**config.mk**
```make
export PLATFORM = sky130hd
export DESIGN_NAME = fixed_16_16_to_decimal_ascii_flat
export DESIGN_NICKNAME = d
export VERILOG_FILES = /design/src/hdl/fx2dec_pkg.sv /design/src/hdl/fx2dec_in_if.sv /design/src/hdl/fx2dec_out_if.sv /design/src/hdl/fx2dec_ram.sv /design/src/hdl/fx2dec_alu.sv /design/src/hdl/fixed_16_16_to_decimal_ascii.sv /design/src/flat_wrapper.sv
export SDC_FILE = /design/constraint.sdc
export NUM_CORES = 1
export LEC_CHECK = 0
export ABC_AREA = 1
export ABC_CLOCK_PERIOD_IN_PS = 25900
export BUFFER_PORTS_ARGS = -buffer_cell sky130_fd_sc_hd__buf_2
export CORE_MARGIN = 2
export CORE_UTILIZATION = 50
export DETAILED_ROUTE_END_ITERATION = 16
export GPL_ROUTABILITY_DRIVEN = 0
export PLACE_DENSITY = 0.69
export SYNTH_ARGS = -nofsm -noshare
export SYNTH_HDL_FRONTEND = slang
export SYNTH_SLANG_ARGS = --single-unit
```
**constraint.sdc**
```tcl
create_clock -name clk_i -period 25.9 [get_ports clk_i]
set_input_delay 5.18 -clock clk_i [delete_from_list [all_inputs] [get_ports clk_i]]
set_output_delay 5.18 -clock clk_i [all_outputs]
set_load 0.1 [all_outputs]
```
**src/hdl/fx2dec_pkg.sv**
```systemverilog
// Shared constants and types of the 16.16 fixed-point to decimal text converter.
// No dependencies; the ALU, the top level, the checker and the testbench top refer to this package.
package fx2dec_pkg;

  localparam int BUFFER_BYTES = 24;
  localparam int TEXT_DEPTH   = 13;
  localparam int TEXT_AW      = $clog2(TEXT_DEPTH);
  localparam int MAX_FRACTION = 6;
  localparam int INT_DIGITS   = 6;
  localparam int IPART_W      = 17;
  localparam int FPART_W      = 16;
  localparam int DIGIT_W      = 4;

  localparam logic [7:0] CHAR_ZERO  = 8'h30;
  localparam logic [7:0] CHAR_MINUS = 8'h2d;
  localparam logic [7:0] CHAR_POINT = 8'h2e;

  localparam logic [DIGIT_W-1:0] DIGIT_NINE = 4'd9;
  localparam logic [DIGIT_W-1:0] ROUND_HALF = 4'd5;

  typedef enum logic [1:0] {
    ALU_MUL10,
    ALU_DIV10,
    ALU_INC
  } alu_op_e;

  typedef struct packed {
    alu_op_e              op;
    logic [IPART_W-1:0]   operand;
  } alu_req_t;

  typedef struct packed {
    logic [IPART_W-1:0]   result;
    logic [DIGIT_W-1:0]   digit;
  } alu_rsp_t;

endpackage

```
**src/hdl/fx2dec_in_if.sv**
```systemverilog
// Request channel of the converter: valid/ready handshake and the input word.
// Depends on nothing.
interface fx2dec_in_if;
  logic        valid;
  logic        ready;
  logic [31:0] value;
  logic        signed_mode;
  logic [2:0]  fraction_digits;

  modport source (output valid, value, signed_mode, fraction_digits, input ready);
  modport sink   (input valid, value, signed_mode, fraction_digits, output ready);
endinterface

```
**src/hdl/fx2dec_out_if.sv**
```systemverilog
// Result channel of the converter: valid/ready handshake and one text character.
// Depends on nothing.
interface fx2dec_out_if;
  logic       valid;
  logic       ready;
  logic [7:0] character;
  logic       last_char;
  logic       error;

  modport source (output valid, character, last_char, error, input ready);
  modport sink   (input valid, character, last_char, error, output ready);
endinterface

```
**src/hdl/fx2dec_ram.sv**
```systemverilog
// Generic single-write, single-read RAM with a registered read port.
// No dependencies.
module fx2dec_ram #(
  parameter int WIDTH = 8,
  parameter int DEPTH = 16
) (
  input  logic                     clk_i,
  input  logic                     we_i,
  input  logic [$clog2(DEPTH)-1:0] waddr_i,
  input  logic [WIDTH-1:0]         wdata_i,
  input  logic                     re_i,
  input  logic [$clog2(DEPTH)-1:0] raddr_i,
  output logic [WIDTH-1:0]         rdata_o
);

  logic [WIDTH-1:0] mem_q [DEPTH];
  logic [WIDTH-1:0] rdata_q;

  always_ff @(posedge clk_i) begin
    if (we_i) begin
      mem_q[waddr_i] <= wdata_i;
    end
    if (re_i) begin
      rdata_q <= mem_q[raddr_i];
    end
  end

  assign rdata_o = rdata_q;

endmodule

```
**src/hdl/fx2dec_alu.sv**
```systemverilog
// Shared arithmetic unit: times ten on the fraction, divide by ten with
// remainder on the integer part, and increment. Uses fx2dec_pkg.
module fx2dec_alu (
  input  fx2dec_pkg::alu_req_t req_i,
  output fx2dec_pkg::alu_rsp_t rsp_o
);

  logic [19:0] prod10;
  logic [29:0] recip;
  logic [13:0] quot0;
  logic [16:0] quot0x10;
  logic [16:0] rem0;
  logic [16:0] quot;
  logic [16:0] rem;

  always_comb begin
    prod10   = 20'({req_i.operand[15:0], 3'b000}) + 20'({req_i.operand[15:0], 1'b0});
    // The reciprocal underestimates by less than one, so one correction suffices.
    recip    = 30'(req_i.operand) * 30'(13'd6553);
    quot0    = recip[29:16];
    quot0x10 = 17'({quot0, 3'b000}) + 17'({quot0, 1'b0});
    rem0     = req_i.operand - quot0x10;
    if (rem0 >= 17'd10) begin
      quot = 17'(quot0) + 17'd1;
      rem  = rem0 - 17'd10;
    end else begin
      quot = 17'(quot0);
      rem  = rem0;
    end
    unique case (req_i.op)
      fx2dec_pkg::ALU_MUL10: begin
        rsp_o.result = 17'(prod10[15:0]);
        rsp_o.digit  = prod10[19:16];
      end
      fx2dec_pkg::ALU_DIV10: begin
        rsp_o.result = quot;
        rsp_o.digit  = rem[3:0];
      end
      fx2dec_pkg::ALU_INC: begin
        rsp_o.result = req_i.operand + 17'd1;
        rsp_o.digit  = '0;
      end
      default: begin
        rsp_o.result = '0;
        rsp_o.digit  = '0;
      end
    endcase
  end

endmodule

```
**src/hdl/fixed_16_16_to_decimal_ascii.sv**
```systemverilog
// Top level of the 16.16 fixed-point to decimal text converter.
// Uses fx2dec_pkg, fx2dec_in_if, fx2dec_out_if, fx2dec_alu and fx2dec_ram.
//
// One request is taken at a time and the input is not ready until its text
// has been handed to the output register. The shared times-ten and
// divide-by-ten unit produces one digit per cycle, rounding and trimming walk
// the fraction digits one per cycle, and the text is written into the text
// RAM and read back through its single read port, one character per cycle
// while the output is not stalled. An invalid digit count leads through the
// error state to the error result in the output register.
module fixed_16_16_to_decimal_ascii (
  input  logic          clk_i,
  input  logic          rst_ni,
  fx2dec_in_if.sink     in_i,
  fx2dec_out_if.source  out_o
);

  typedef enum logic [3:0] {
    ST_IDLE,
    ST_FRAC,
    ST_ROUND,
    ST_TRIM,
    ST_INTG,
    ST_CHECK,
    ST_BUILD,
    ST_EMIT_RD,
    ST_EMIT_OUT,
    ST_ERR
  } state_e;

  state_e state_q;

  logic [fx2dec_pkg::IPART_W-1:0] ipart_q;
  logic [fx2dec_pkg::FPART_W-1:0] fpart_q;
  logic [fx2dec_pkg::DIGIT_W-1:0] frac_q [fx2dec_pkg::MAX_FRACTION];
  logic [fx2dec_pkg::DIGIT_W-1:0] idig_q [fx2dec_pkg::INT_DIGITS];
  logic [2:0] ndig_q;
  logic [2:0] k_q;
  logic [2:0] fcount_q;
  logic [2:0] icount_q;
  logic       neg_q;
  logic       carry_q;
  logic [fx2dec_pkg::TEXT_AW-1:0] pos_q;
  logic [fx2dec_pkg::TEXT_AW-1:0] ptr_q;
  logic [fx2dec_pkg::TEXT_AW-1:0] len_q;
  logic       ovalid_q;
  logic [7:0] ochar_q;
  logic       olast_q;
  logic       oerr_q;

  fx2dec_pkg::alu_req_t alu_req;
  fx2dec_pkg::alu_rsp_t alu_rsp;

  logic        accept;
  logic        in_neg;
  logic [31:0] in_mag;
  logic [2:0]  frac_idx;
  logic [fx2dec_pkg::DIGIT_W-1:0] frac_rd;
  logic [3:0]  bpos;
  logic [3:0]  idig_off;
  logic [3:0]  frac_off;
  logic [fx2dec_pkg::DIGIT_W-1:0] idig_rd;
  logic [7:0]  build_char;
  logic [4:0]  len_w;
  logic        len_bad;
  logic        out_free;
  logic        emit_last;
  logic        out_load;
  logic        ram_we;
  logic        ram_re;
  logic [fx2dec_pkg::TEXT_AW-1:0] ram_raddr;
  logic [7:0]  ram_rdata;

  assign accept   = in_i.valid && in_i.ready;
  assign in_neg   = in_i.signed_mode && in_i.value[31];
  assign in_mag   = in_neg ? (~in_i.value + 32'd1) : in_i.value;
  assign out_free = !ovalid_q || out_o.ready;
  assign emit_last = (ptr_q == len_q - 1'b1);
  assign out_load = ((state_q == ST_EMIT_OUT) || (state_q == ST_ERR)) && out_free;

  always_comb begin
    unique case (state_q)
      ST_FRAC:  alu_req = '{op: fx2dec_pkg::ALU_MUL10, operand: 17'(fpart_q)};
      ST_INTG:  alu_req = '{op: fx2dec_pkg::ALU_DIV10, operand: ipart_q};
      ST_ROUND: alu_req = '{op: fx2dec_pkg::ALU_INC,   operand: ipart_q};
      default:  alu_req = '{op: fx2dec_pkg::ALU_MUL10, operand: 17'(fpart_q)};
    endcase
  end

  fx2dec_alu u_alu (
    .req_i (alu_req),
    .rsp_o (alu_rsp)
  );

  // Character position within the digits, past the sign.
  always_comb begin
    bpos     = 4'(pos_q) - 4'(neg_q);
    idig_off = 4'(icount_q) - 4'd1 - bpos;
    frac_off = bpos - 4'(icount_q) - 4'd1;
    unique case (state_q)
      ST_ROUND: frac_idx = k_q - 3'd1;
      ST_TRIM:  frac_idx = fcount_q - 3'd1;
      default:  frac_idx = frac_off[2:0];
    endcase
    frac_rd = (int'(frac_idx) < fx2dec_pkg::MAX_FRACTION) ? frac_q[frac_idx] : '0;
    idig_rd = (int'(idig_off[2:0]) < fx2dec_pkg::INT_DIGITS) ? idig_q[idig_off[2:0]] : '0;
    if (neg_q && (pos_q == '0)) begin
      build_char = fx2dec_pkg::CHAR_MINUS;
    end else if (bpos < 4'(icount_q)) begin
      build_char = fx2dec_pkg::CHAR_ZERO + 8'(idig_rd);
    end else if (bpos == 4'(icount_q)) begin
      build_char = fx2dec_pkg::CHAR_POINT;
    end else begin
      build_char = fx2dec_pkg::CHAR_ZERO + 8'(frac_rd);
    end
  end

  always_comb begin
    len_w = 5'(neg_q) + 5'(icount_q)
          + ((fcount_q != 3'd0) ? (5'(fcount_q) + 5'd1) : 5'd0);
    len_bad = (int'(len_w) >= fx2dec_pkg::BUFFER_BYTES)
           || (int'(len_w) > fx2dec_pkg::TEXT_DEPTH);
  end

  assign ram_we    = (state_q == ST_BUILD);
  assign ram_re    = (state_q == ST_EMIT_RD)
                  || ((state_q == ST_EMIT_OUT) && out_free && !emit_last);
  assign ram_raddr = (state_q == ST_EMIT_RD) ? ptr_q : ptr_q + 1'b1;

  fx2dec_ram #(
    .WIDTH (8),
    .DEPTH (fx2dec_pkg::TEXT_DEPTH)
  ) u_text_ram (
    .clk_i   (clk_i),
    .we_i    (ram_we),
    .waddr_i (pos_q),
    .wdata_i (build_char),
    .re_i    (ram_re),
    .raddr_i (ram_raddr),
    .rdata_o (ram_rdata)
  );

  always_ff @(posedge clk_i or negedge rst_ni) begin
    if (!rst_ni) begin
      state_q  <= ST_IDLE;
      ndig_q   <= '0;
      k_q      <= '0;
      fcount_q <= '0;
      icount_q <= '0;
      neg_q    <= 1'b0;
      carry_q  <= 1'b0;
      pos_q    <= '0;
      ptr_q    <= '0;
      len_q    <= '0;
      ovalid_q <= 1'b0;
    end else begin
      if (out_load) begin
        ovalid_q <= 1'b1;
      end else if (out_o.ready) begin
        ovalid_q <= 1'b0;
      end
      unique case (state_q)
        ST_IDLE: begin
          if (accept) begin
            ndig_q <= in_i.fraction_digits;
            neg_q  <= in_neg;
            k_q    <= '0;
            if (int'(in_i.fraction_digits) > fx2dec_pkg::MAX_FRACTION) begin
              state_q <= ST_ERR;
            end else begin
              state_q <= ST_FRAC;
            end
          end
        end
        ST_FRAC: begin
          if (k_q < ndig_q) begin
            k_q <= k_q + 3'd1;
          end else begin
            carry_q <= (alu_rsp.digit >= fx2dec_pkg::ROUND_HALF);
            k_q     <= ndig_q;
            state_q <= ST_ROUND;
          end
        end
        ST_ROUND: begin
          if (carry_q && (k_q != 3'd0)) begin
            k_q <= k_q - 3'd1;
            if (frac_rd != fx2dec_pkg::DIGIT_NINE) begin
              carry_q <= 1'b0;
            end
          end else begin
            fcount_q <= ndig_q;
            state_q  <= ST_TRIM;
          end
        end
        ST_TRIM: begin
          if ((fcount_q != 3'd0) && (frac_rd == '0)) begin
            fcount_q <= fcount_q - 3'd1;
          end else begin
            if ((ipart_q == '0) && (fcount_q == 3'd0)) begin
              neg_q <= 1'b0;
            end
            icount_q <= '0;
            state_q  <= ST_INTG;
          end
        end
        ST_INTG: begin
          icount_q <= icount_q + 3'd1;
          if ((alu_rsp.result == '0)
              || (int'(icount_q) + 1 >= fx2dec_pkg::INT_DIGITS)) begin
            state_q <= ST_CHECK;
          end
        end
        ST_CHECK: begin
          pos_q <= '0;
          ptr_q <= '0;
          if (len_bad) begin
            len_q   <= '0;
            state_q <= ST_ERR;
          end else begin
            len_q   <= len_w[fx2dec_pkg::TEXT_AW-1:0];
            state_q <= ST_BUILD;
          end
        end
        ST_BUILD: begin
          if (pos_q == len_q - 1'b1) begin
            state_q <= ST_EMIT_RD;
          end else begin
            pos_q <= pos_q + 1'b1;
          end
        end
        ST_EMIT_RD: begin
          state_q <= ST_EMIT_OUT;
        end
        ST_EMIT_OUT: begin
          if (out_free) begin
            if (emit_last) begin
              state_q <= ST_IDLE;
            end else begin
              ptr_q <= ptr_q + 1'b1;
            end
          end
        end
        ST_ERR: begin
          if (out_free) begin
            len_q   <= '0;
            state_q <= ST_IDLE;
          end
        end
        default: begin
          state_q <= ST_IDLE;
        end
      endcase
    end
  end

  always_ff @(posedge clk_i) begin
    if (accept) begin
      ipart_q <= {1'b0, in_mag[31:16]};
      fpart_q <= in_mag[15:0];
    end
    if ((state_q == ST_FRAC) && (k_q < ndig_q)) begin
      frac_q[k_q] <= alu_rsp.digit;
      fpart_q     <= alu_rsp.result[fx2dec_pkg::FPART_W-1:0];
    end
    if (state_q == ST_ROUND) begin
      if (carry_q && (k_q != 3'd0)) begin
        if (frac_rd == fx2dec_pkg::DIGIT_NINE) begin
          frac_q[frac_idx] <= '0;
        end else begin
          frac_q[frac_idx] <= frac_rd + 4'd1;
        end
      end else if (carry_q) begin
        ipart_q <= alu_rsp.result;
      end
    end
    if (state_q == ST_INTG) begin
      idig_q[icount_q] <= alu_rsp.digit;
      ipart_q          <= alu_rsp.result;
    end
    if (out_load) begin
      if (state_q == ST_ERR) begin
        ochar_q <= '0;
        olast_q <= 1'b1;
        oerr_q  <= 1'b1;
      end else begin
        ochar_q <= ram_rdata;
        olast_q <= emit_last;
        oerr_q  <= 1'b0;
      end
    end
  end

  assign in_i.ready      = (state_q == ST_IDLE);
  assign out_o.valid     = ovalid_q;
  assign out_o.character = ochar_q;
  assign out_o.last_char = olast_q;
  assign out_o.error     = oerr_q;

  a_busy_after_request: assert property (@(posedge clk_i) disable iff (!rst_ni)
    accept |=> !in_i.ready)
    else $error("input ready right after a request was taken");

  a_error_form: assert property (@(posedge clk_i) disable iff (!rst_ni)
    (out_o.valid && out_o.error) |-> (out_o.last_char && (out_o.character == 8'd0)))
    else $error("error result without last mark or with a character");

  a_char_set: assert property (@(posedge clk_i) disable iff (!rst_ni)
    (out_o.valid && !out_o.error) |->
      (((out_o.character >= fx2dec_pkg::CHAR_ZERO)
        && (out_o.character <= fx2dec_pkg::CHAR_ZERO + 8'd9))
       || (out_o.character == fx2dec_pkg::CHAR_MINUS)
       || (out_o.character == fx2dec_pkg::CHAR_POINT)))
    else $error("character outside the decimal text set");

  a_emit_in_range: assert property (@(posedge clk_i) disable iff (!rst_ni)
    (state_q == ST_EMIT_OUT) |-> (ptr_q < len_q))
    else $error("text read pointer beyond the text length");

endmodule

```
**src/flat_wrapper.sv**
```systemverilog
// flat-port wrapper written by rule: the top's interface ports become plain ports
module fixed_16_16_to_decimal_ascii_flat 
  (clk_i, rst_ni, in_i_valid, in_i_value, in_i_signed_mode, in_i_fraction_digits, in_i_ready, out_o_valid, out_o_character, out_o_last_char, out_o_error, out_o_ready);
  fx2dec_in_if in_i_i ();
  fx2dec_out_if out_o_i ();
  input  logic clk_i;
  input  logic rst_ni;
  input wire logic [$bits(in_i_i.valid)-1:0] in_i_valid;
  input wire logic [$bits(in_i_i.value)-1:0] in_i_value;
  input wire logic [$bits(in_i_i.signed_mode)-1:0] in_i_signed_mode;
  input wire logic [$bits(in_i_i.fraction_digits)-1:0] in_i_fraction_digits;
  output wire logic [$bits(in_i_i.ready)-1:0] in_i_ready;
  output wire logic [$bits(out_o_i.valid)-1:0] out_o_valid;
  output wire logic [$bits(out_o_i.character)-1:0] out_o_character;
  output wire logic [$bits(out_o_i.last_char)-1:0] out_o_last_char;
  output wire logic [$bits(out_o_i.error)-1:0] out_o_error;
  input wire logic [$bits(out_o_i.ready)-1:0] out_o_ready;
  assign in_i_i.valid = in_i_valid;
  assign in_i_i.value = in_i_value;
  assign in_i_i.signed_mode = in_i_signed_mode;
  assign in_i_i.fraction_digits = in_i_fraction_digits;
  assign in_i_ready = in_i_i.ready;
  assign out_o_valid = out_o_i.valid;
  assign out_o_character = out_o_i.character;
  assign out_o_last_char = out_o_i.last_char;
  assign out_o_error = out_o_i.error;
  assign out_o_i.ready = out_o_ready;
  fixed_16_16_to_decimal_ascii u_core (.clk_i(clk_i), .rst_ni(rst_ni), .in_i(in_i_i), .out_o(out_o_i));
endmodule
```
# ---- Word level (Yosys, flattened, before mapping)
# Memory sizes are Yosys's and may differ from the RTL's. A register that Yosys moved wholly into a read port is not among the register bits.
# Cells that the tools add are included.
dict set report word_totals {
  out_inout_bits 12
  ram_bits 152
  memories 3
  regBits 74
}
# name words width rd rd_ports_with_merged_regs write_ports line
set memory_table {}
lappend memory_table {u_core.u_text_ram.mem_q 13 8 1 1 1 fx2dec_ram.sv:16} ;# logic [WIDTH-1:0] mem_q [DEPTH];
lappend memory_table {u_core.frac_q 6 4 1 0 1 fixed_16_16_to_decimal_ascii.sv:35} ;# logic [fx2dec_pkg::DIGIT_W-1:0] frac_q [fx2dec_pkg::MAX_FRACTION];
lappend memory_table {u_core.idig_q 6 4 1 0 1 fixed_16_16_to_decimal_ascii.sv:36} ;# logic [fx2dec_pkg::DIGIT_W-1:0] idig_q [fx2dec_pkg::INT_DIGITS];
dict set report classes {
  bitwise 2
  n_mul 1
  n_mux 77
  n_eq_ne 31
  magnitude_cmp 10
  n_reduce_logical 47
  addsub 26
}
# op n
set op_table {}
lappend op_table {{2-to-1 mux 17 bit} 5}
lappend op_table {{2-to-1 mux 4 bit} 21}
lappend op_table {{one-hot mux 21 bit (3 select lines)} 1}
lappend op_table {{one-hot mux 4 bit (10 select lines)} 1}
lappend op_table {{one-hot mux 19 bit (2 select lines)} 1}
lappend op_table {{zero test 17 bit} 2}
lappend op_table {{adder 32 x 1 -> 32 bit (second input constant)} 1}
lappend op_table {{>= comparator 32 x 4 -> 1 bit (second input constant)} 1}
lappend op_table {{2-to-1 mux 16 bit} 2}
lappend op_table {{2-to-1 mux 32 bit} 1}
lappend op_table {{NOT 32 bit} 1}
lappend op_table {{multiplier 17 x 13 -> 30 bit (second input constant)} 1}
lappend op_table {{2-to-1 mux 1 bit} 24}
lappend op_table {{2-to-1 mux 8 bit} 3}
lappend op_table {{one-hot mux 4 bit (2 select lines)} 3}
lappend op_table {{2-to-1 mux 3 bit} 7}
lappend op_table {{adder 19 x 17 -> 20 bit} 1}
lappend op_table {{one-hot mux 3 bit (2 select lines)} 3}
lappend op_table {{nonzero test 2 bit} 9}
lappend op_table {{adder 17 x 1 -> 17 bit (second input constant)} 1}
lappend op_table {{adder 17 x 15 -> 17 bit} 1}
lappend op_table {{>= comparator 17 x 4 -> 1 bit (second input constant)} 1}
lappend op_table {{subtractor 17 bit} 1}
lappend op_table {{equality test 4 x 3 -> 1 bit (second input constant)} 4}
lappend op_table {{other kinds (46)} 98}

# ---- Longest topological paths before layout
# Gate-level depths: netlist (run 1).
dict set report logic_depth {
  depth_word 14
  depth_mapped 64
}

# ---- Modules after synthesis
# A second synthesis (run 1) with hierarchy kept.
dict set report unflattened {
  hier_cells 2541
  area_unflattened_um2 19759.0
}
# mod area_per_inst_um2 cells_per_inst instances seq_area_each_um2
set modules_own_cells {}
lappend modules_own_cells {fixed_16_16_to_decimal_ascii 7768.7 991 1 3338.2}
lappend modules_own_cells {fx2dec_alu 7293.2 1124 1 0.0}
lappend modules_own_cells {fx2dec_ram 4697.0 426 1 3363.2}

# ---- Worst setup path before layout (run 1)
# Ideal clock, no wire load.
dict set report synth_path {
  path_type {reg-to-reg}
  from {reg u_core.state_q[3]}
  to {mem u_core.frac_q[0][2] (netlist bit), data pin}
  required_ns 25.617
  arrival_time_ns 8.660
  setup_ns 0.283
  slack_ns 16.957
  path_stages_with_launch 39
  period_less_slack_ns 8.943
  n_path_buf 2
  path_cell_list {dfrtp_1 nor2_1 nand2_4 nand2_4 inv_4 buf_4 o21ai_0 ha_1 inv_1 fa_1 fa_1 inv_1 fa_1 inv_1 fa_1 inv_1 ha_1 nand2_1 [... 3 more ...] nand2_1 inv_1 fa_1 ha_1 nand2_1 a21oi_1 nor2_1 a21oi_1 nor2_1 o21ai_0 xnor2_1 nand4_1 nor2_2 nand3_4 buf_6 o21ai_0 o221ai_1 o21bai_1}
}
# item line
set synth_rtl {}
lappend synth_rtl {{start, declared} fixed_16_16_to_decimal_ascii.sv:31} ;# state_e state_q;
lappend synth_rtl {{start signal, assigned} fixed_16_16_to_decimal_ascii.sv:145} ;# state_q <= ST_IDLE;
lappend synth_rtl {{start signal, assigned} fixed_16_16_to_decimal_ascii.sv:169} ;# state_q <= ST_ERR;
lappend synth_rtl {{start signal, assigned} fixed_16_16_to_decimal_ascii.sv:171} ;# state_q <= ST_FRAC;
lappend synth_rtl {{end, declared} fixed_16_16_to_decimal_ascii.sv:35}

# ---- Final worst setup path (run 1)
dict set report layout_path {
  from {reg u_core.state_q[1]}
  to {reg u_core.state_q[2]}
}
dict set report layout_between {
  elab_chain_len 12
  elab_cells_between_ends 43
}
# item line
set layout_lines {}
lappend layout_lines {{equality test 4 x 2 -> 1 bit / equality test 4 x 3 -> 1 bit (equally long branches)} {fixed_16_16_to_decimal_ascii.sv:82, fixed_16_16_to_decimal_ascii.sv:100, fixed_16_16_to_decimal_ascii.sv:162}}
lappend layout_lines {{one-hot mux 19 bit (2 select lines)} fixed_16_16_to_decimal_ascii.sv:82} ;# unique case (state_q)
lappend layout_lines {{multiplier 17 x 13 -> 30 bit} fx2dec_alu.sv:19} ;# recip = 30'(req_i.operand) * 30'(13'd6553);
lappend layout_lines {{adder 17 x 15 -> 17 bit} fx2dec_alu.sv:21} ;# quot0x10 = 17'({quot0, 3'b000}) + 17'({quot0, 1'b0});
lappend layout_lines {{subtractor 17 bit} fx2dec_alu.sv:22} ;# rem0 = req_i.operand - quot0x10;
lappend layout_lines {{>= comparator 17 x 4 -> 1 bit} fx2dec_alu.sv:23} ;# if (rem0 >= 17'd10) begin
lappend layout_lines {{2-to-1 mux 15 bit} fx2dec_alu.sv:23}
lappend layout_lines {{one-hot mux 21 bit (3 select lines)} fx2dec_alu.sv:30} ;# unique case (req_i.op)
lappend layout_lines {{zero test 17 bit} fixed_16_16_to_decimal_ascii.sv:208} ;# if ((alu_rsp.result == '0)
lappend layout_lines {{logical OR 1 bit} fixed_16_16_to_decimal_ascii.sv:209} ;# || (int'(icount_q) + 1 >= fx2dec_pkg::INT_DIGITS)) begin
lappend layout_lines {{!= test 2 x 1 -> 1 bit (no line)} n/a}
lappend layout_lines {{AND reduction 9 bit (no line)} n/a}
# Several ways; a longest one is shown, not always the timed one.
# A chain may end at the register's enable or synchronous reset.

==> flow_summary.ini, run 1 <==
[synthesis]
synthMuxAreaShare_pct = 0.173
synth_top_family_by_area = simple AND/OR/NAND/NOR gates
synth_simple_gate_area_share_pct = 23.4
syn_inst = 2220
synthFlopType = edfxtp_1
yosysSeqAreaShare_pct = 31.0
syn_area_mm2 = 0.0174
ys_ff_latch = 190
synth_compound_area_share_pct = 12.3
async_flop_share_pct = 16.3
synth_cell_type_count = 65
synth_warnings = 0
synthXorXnorAreaFrac_pct = 3.06
synthAdderAreaFrac_pct = 20.5
synth_area_per_cell_um2 = 7.82
synth_edf_count = 142

[setup_path]
worstPathArrival_ps = 11040
crit_slowest_cell = fa_1
crit_type = flop to flop
start_kind = flop
critPathMaxStageDelay_ps = 560
critPathTopFamily = simple AND/OR/NAND/NOR gates
worst-endpoint-required_ps = 26250
endpoint_kind = flop
cp_common_cell = nand2_1
crit_fanout = 36
path_buf_inv = 7
reg2reg_slack_ps = 15210

[timing]
fin_crit_ps = 10690
tns_ps = 0
clock.fmax_mhz = 93.6
final_hold_viol_count = 0
worst_pin_slew_ps = 1180
slew_headroom_pct = 20.5
skew_ps = 15.1
final-max-slew-violation-count = 0
min_period_over_period_pct = 41.3
setup_viol = 0
rsz0062_at_grt = no

[global_route]
grt_max_degree = 37
grt_pass1_wl_mm = 75.1
grt_pass1_vias = 14717
grt_usage_pct = 26.2
overflow = 0
grt_antenna_before_repair = 0

[cts]
clk_path_buf_depth = 2
post-cts-setup-buffers = 0
cts.sinks = 190
cts_max_level = 4
cts.clk_slew.worst_paths_ps = 80
postCtsHoldBufs = 0
cts_tree = yes
numCtsBuffers = 17
ctsResizeCount = 0
cts_root_buffer = clkbuf_16
clk_latency_ps = 460

[detailed_routing]
drt-total-wl_mm = 46.8
drt_iter0_drc = 1508
vias = 15236
wl_per_cell_um = 17.1
first_pass_iters = 8
drcViolationCount = 0
post_drt_via_cell_ratio = 5.57
drtAntennaViolNets = 0

[die]
fp-row-count = 68
die_w_um = 190
coreArea_mm2 = 0.0344
dieArea_mm2 = 0.0362
die_y_um = 190
ios = 52
start_util_pct = 50.5

[layout]
antennaDiodeCount = 0
fin_nets = 2549
mostFrequentLayoutCells = nand2_1, inv_1, nor2_1, ha_1, edfxtp_1
syn2layout_area_growth_pct = 7.95
drive_gt1_share_pct = 6.89
final_common_cell = nand2_1
fillCellCount = 3258

[job]
cap_viol_max_count = 0

[placement]
io_buffer_count = 49
dp_hpwl_mm = 36.9

[worst_hold_path]
hold_class = flop to flop

[outcome]
status = complete, no violations
## worst min-delay path, cell delays in order (launching register included)
cell     delay (ps)
dfrtp_1         390
nand2_1          60
nand2_1          50
## through the flow
step	cells	instance area [um^2]	util, %	setup WS, ps	hold slack [ps]
5_1_grt	2733	18700	54.5	14570	580
3_3_place_gp	2701	18100	52.7	15510	506
6_report	2733	18700	54.5	15210	529
3_5_place_dp	2701	18100	52.7	15470	507
2_1_floorplan	2221	17400	-	16960	485
4_1_cts	2733	18700	54.5	15410	527
## routing by layer
metal	wire length, um	vias up	track usage, %
met5	0	-	0
met4	1100	0	8.20
met3	3420	73	3.92
met2	21500	609	43.7
met1	20700	7124	35.1
li1	-	7430	-
## logic make-up after synthesis
logic type	Yosys count
other	1
AOI/OAI and AO/OA	361
muxes	3
and+or+nand+nor	934
DFF	190
buffers and inverters	428
adders and majority gates	244
xor gates and xnor gates	59
## final timing paths
check	start	end	cells past startpoint
min in group asynchronous	rst_ni	u_core.state_q[3]	1
worst max-delay path	u_core.state_q[1]	u_core.state_q[2]	44
worst max register to register	u_core.state_q[1]	u_core.state_q[2]	44
worst min-delay path	u_core.state_q[3]	u_core.state_q[3]	2
max in group asynchronous	rst_ni	u_core.k_q[2]	1
worst min register to register	u_core.state_q[3]	u_core.state_q[3]	2
## Yosys cell counts, types with 9 or more instances
cell type / instances / share of area (%)
o22ai_1: 15 / 0.54
inv_1: 386 / 8.3
o211ai_1: 11 / 0.48
dfxtp_1: 17 / 2.0
edfxtp_1: 142 / 25
nor3_1: 47 / 1.4
xnor2_1: 16 / 0.81
dfrtp_1: 31 / 4.5
fa_1: 68 / 7.8
nand4_1: 19 / 0.68
or2_2: 20 / 0.72
a21o_1: 10 / 0.43
a21oi_1: 101 / 2.9
clkbuf_1: 28 / 0.61
nor2_2: 9 / 0.32
nand3_1: 127 / 3.7
a31oi_1: 10 / 0.36
o21bai_1: 11 / 0.48
nor2_1: 231 / 5.0
ha_1: 176 / 13
o221ai_1: 20 / 1.0
nor4_1: 13 / 0.47
xor2_1: 41 / 2.1
nand2_1: 431 / 9.3
o21ai_0: 140 / 4.0
## flip-flops by register name, indices dropped and copies added, names as in the netlist, 4 cells and up
| register | flops |
|---|---|
| u_core.ptr_q | 4 |
| u_core.len_q | 4 |
| u_core.ipart_q | 17 |
| u_core.state_q | 4 |
| u_core.idig_q | 24 |
| u_core.frac_q | 24 |
| u_core.u_text_ram.rdata_o | 5 |
| u_core.fpart_q | 16 |
| u_core.out_o.character | 6 |
| u_core.u_text_ram.mem_q | 65 |
| u_core.pos_q | 4 |
## layout make-up
type	count	area [um^2]	share of cell area, %
multi-input combinational	1603	10300	55.2
timing repair buffer	61	335	1.79
sequential	190	5380	28.7
inverter	392	1470	7.87
clock inverter	13	204	1.09
tap	455	569	3.04
clock buffer	19	433	2.31
Power of run 1 is not shown: default switching activity piles up to over one toggle a cycle in this logic, so the estimate is an artifact.
==> run 2: changes to the inputs <==
- ABC_CLOCK_PERIOD_IN_PS: 25900 -> 8680
- PLACE_DENSITY: 0.69 -> 0.72
- clock period: 25.9 -> 8.68 ns (I/O delays scaled with it)
==> run 2 against run 1 <==
Against the previous run: the flow now finishes with violations (negative setup slack); routed wire length is 11% higher; setup slack worse by 15000 ps; core utilization is 8.6 points higher; flip-flop and latch count stayed put; hold slack better by 25 ps; critical path depth is 13 higher; fmax is 21% higher; clock-buffer cell count is 2 lower; via count is 8.8% higher; register-to-register slack worse by 15000 ps; final cell count is 8.3% higher; clock skew is 12 ps higher.
==> flow_summary.ini, run 2 (same netlist as run 1, synthesis figures left out) <==
[layout]
final_common_cell = nand2_1
top_regs = u_core.u_text_ram.mem_q x65, u_core.frac_q x24, u_core.idig_q x24
fin_nets = 2775
syn2layout_area_growth_pct = 25.0
fin_cells = 2959
largest_reg_flops = 65
top_register = u_core.u_text_ram.mem_q
mostFrequentLayoutCells = nand2_1, inv_1, buf_4, nor2_1, ha_1
antennaDiodeCount = 0
drive_gt1_share_pct = 23.0
post-route-util_pct = 63.1

[setup_path]
crit_type = flop to flop
crit_slowest_cell = fa_1
start_kind = flop
worstPathArrival_ps = 9150
cp_common_cell = nand2_1
critPathMaxStageDelay_ps = 540
worst-endpoint-required_ps = 9000
crit_fanout = 8
endpoint_kind = flop

[die]
die_w_um = 190
start_util_pct = 50.5
ios = 52
coreArea_mm2 = 0.0344
fp-row-count = 68
dieArea_mm2 = 0.0362
die_y_um = 190

[global_route]
grt_usage_pct = 26.9
overflow = 0
grt_max_degree = 32
grt_antenna_before_repair = 0
grt_pass1_vias = 15636
grt_pass1_wl_mm = 77.7

[cts]
numCtsBuffers = 17
cts_tree = yes
cts.sinks = 190
cts_root_buffer = clkbuf_16
clk_path_buf_depth = 2
cts_max_level = 4
clk_latency_ps = 450
cts.clk_slew.worst_paths_ps = 80

[timing]
rsz0062_at_grt = yes
skew_ps = 27.5
clock.fmax_mhz = 113
min_period_over_period_pct = 102
fin_crit_ps = 8830
final-max-slew-violation-count = 0
setup_viol = 17
holdWs_ps = 554
finalWorstSetupSlack_ps = -145
worst_pin_slew_ps = 1170
final_hold_viol_count = 0
slew_headroom_pct = 21.9

[detailed_routing]
drt_iter0_drc = 1784
drt-total-wl_mm = 51.9
met1Wirelength_mm = 22.3
drcViolationCount = 0
post_drt_via_cell_ratio = 5.60
wl_per_cell_um = 17.5
vias = 16584
routed-wl-met2_mm = 24.5
dr.max_layer_used = met4
wl_met3_mm = 3.81
first_pass_iters = 6
drtAntennaViolNets = 0

[outcome]
violations = negative setup slack
status = finished, violations left

[job]
cap_viol_max_count = 0

[worst_hold_path]
hold_class = flop to flop

[placement]
dp_hpwl_mm = 39.1
io_buffer_count = 49
dp.cells = 2886
[run 2: cell count changes in the layout (fill, tap and decap cells not counted), moves of 17 or more]
| cell | before | now |
|---|---|---|
| nand2_1 | 431 | 372 |
| a21oi_1 | 101 | 83 |
| ha_4 | 0 | 30 |
| inv_1 | 386 | 363 |
| buf_4 | 12 | 220 |
| nand2_2 | 7 | 50 |
| ha_1 | 176 | 143 |
| nor2_1 | 231 | 214 |
| inv_2 | 4 | 26 |
[run 2: layout make-up]
| cell class | instances | area, um^2 |
|---|---|---|
| flip-flops and latches | 190 | 5380 |
| fillers | 2858 | 12700 |
| repair buffers | 286 | 2120 |
| well taps | 455 | 569 |
| clock buffers | 17 | 425 |
| inverters | 392 | 1490 |
| multi-input cells | 1604 | 11500 |
| clock inverters | 15 | 198 |
[run 2: worst paths after layout]
kind                                                    from                   endpoint  slack, ps  cells past startpoint
worst max-delay path                       u_core.state_q[3]          u_core.state_q[2]       -150                     57
worst min-delay path            u_core.u_text_ram.rdata_o[1]  u_core.out_o.character[1]        550                      2
worst max register to register             u_core.state_q[3]          u_core.state_q[2]       -150                     57
worst min register to register  u_core.u_text_ram.rdata_o[1]  u_core.out_o.character[1]        550                      2
max in group asynchronous                             rst_ni          u_core.state_q[1]       6780                      1
min in group asynchronous                             rst_ni            u_core.ptr_q[1]       1360                      1
[run 2: repair_timing]
| item | CTS | global route |
|---|---|---|
| hold buffers | 0 | 0 |
| pin swaps | 20 | 109 |
| endpoints found under the setup margin | 60 | 70 |
| gates resized for setup | 47 | 221 |
| setup buffers | 5 | 33 |
| cloned | 1 | 2 |
[run 2: metrics by stage]
stage | area [um^2] | TNS [ps] | setup slack (ps)
2_1_floorplan | 17400 | 0 | 37.1
3_3_place_gp | 19500 | -6160 | -408
3_5_place_dp | 19500 | -7030 | -448
4_1_cts | 20500 | 0 | 7.88
5_1_grt | 21700 | -12590 | -491
6_report | 21700 | -1480 | -145
[run 2: per-layer routing]
layer	vias to the layer above	GRT usage [%]
met4	0	6.74
met3	122	4.71
met1	7867	36.8
met5	-	0
met2	708	44.1
li1	7887	-
[run 2: worst max-delay path: cells and delay by family, from the launching register on]
family | cells | cell delay [ps]
simple gates | 32 | 3140
compound gates | 2 | 510
fa+ha+maj | 8 | 2960
flops | 1 | 450
buf+inv | 14 | 1400
xor+xnor | 1 | 210
Power of run 2 is left out for the same reason.
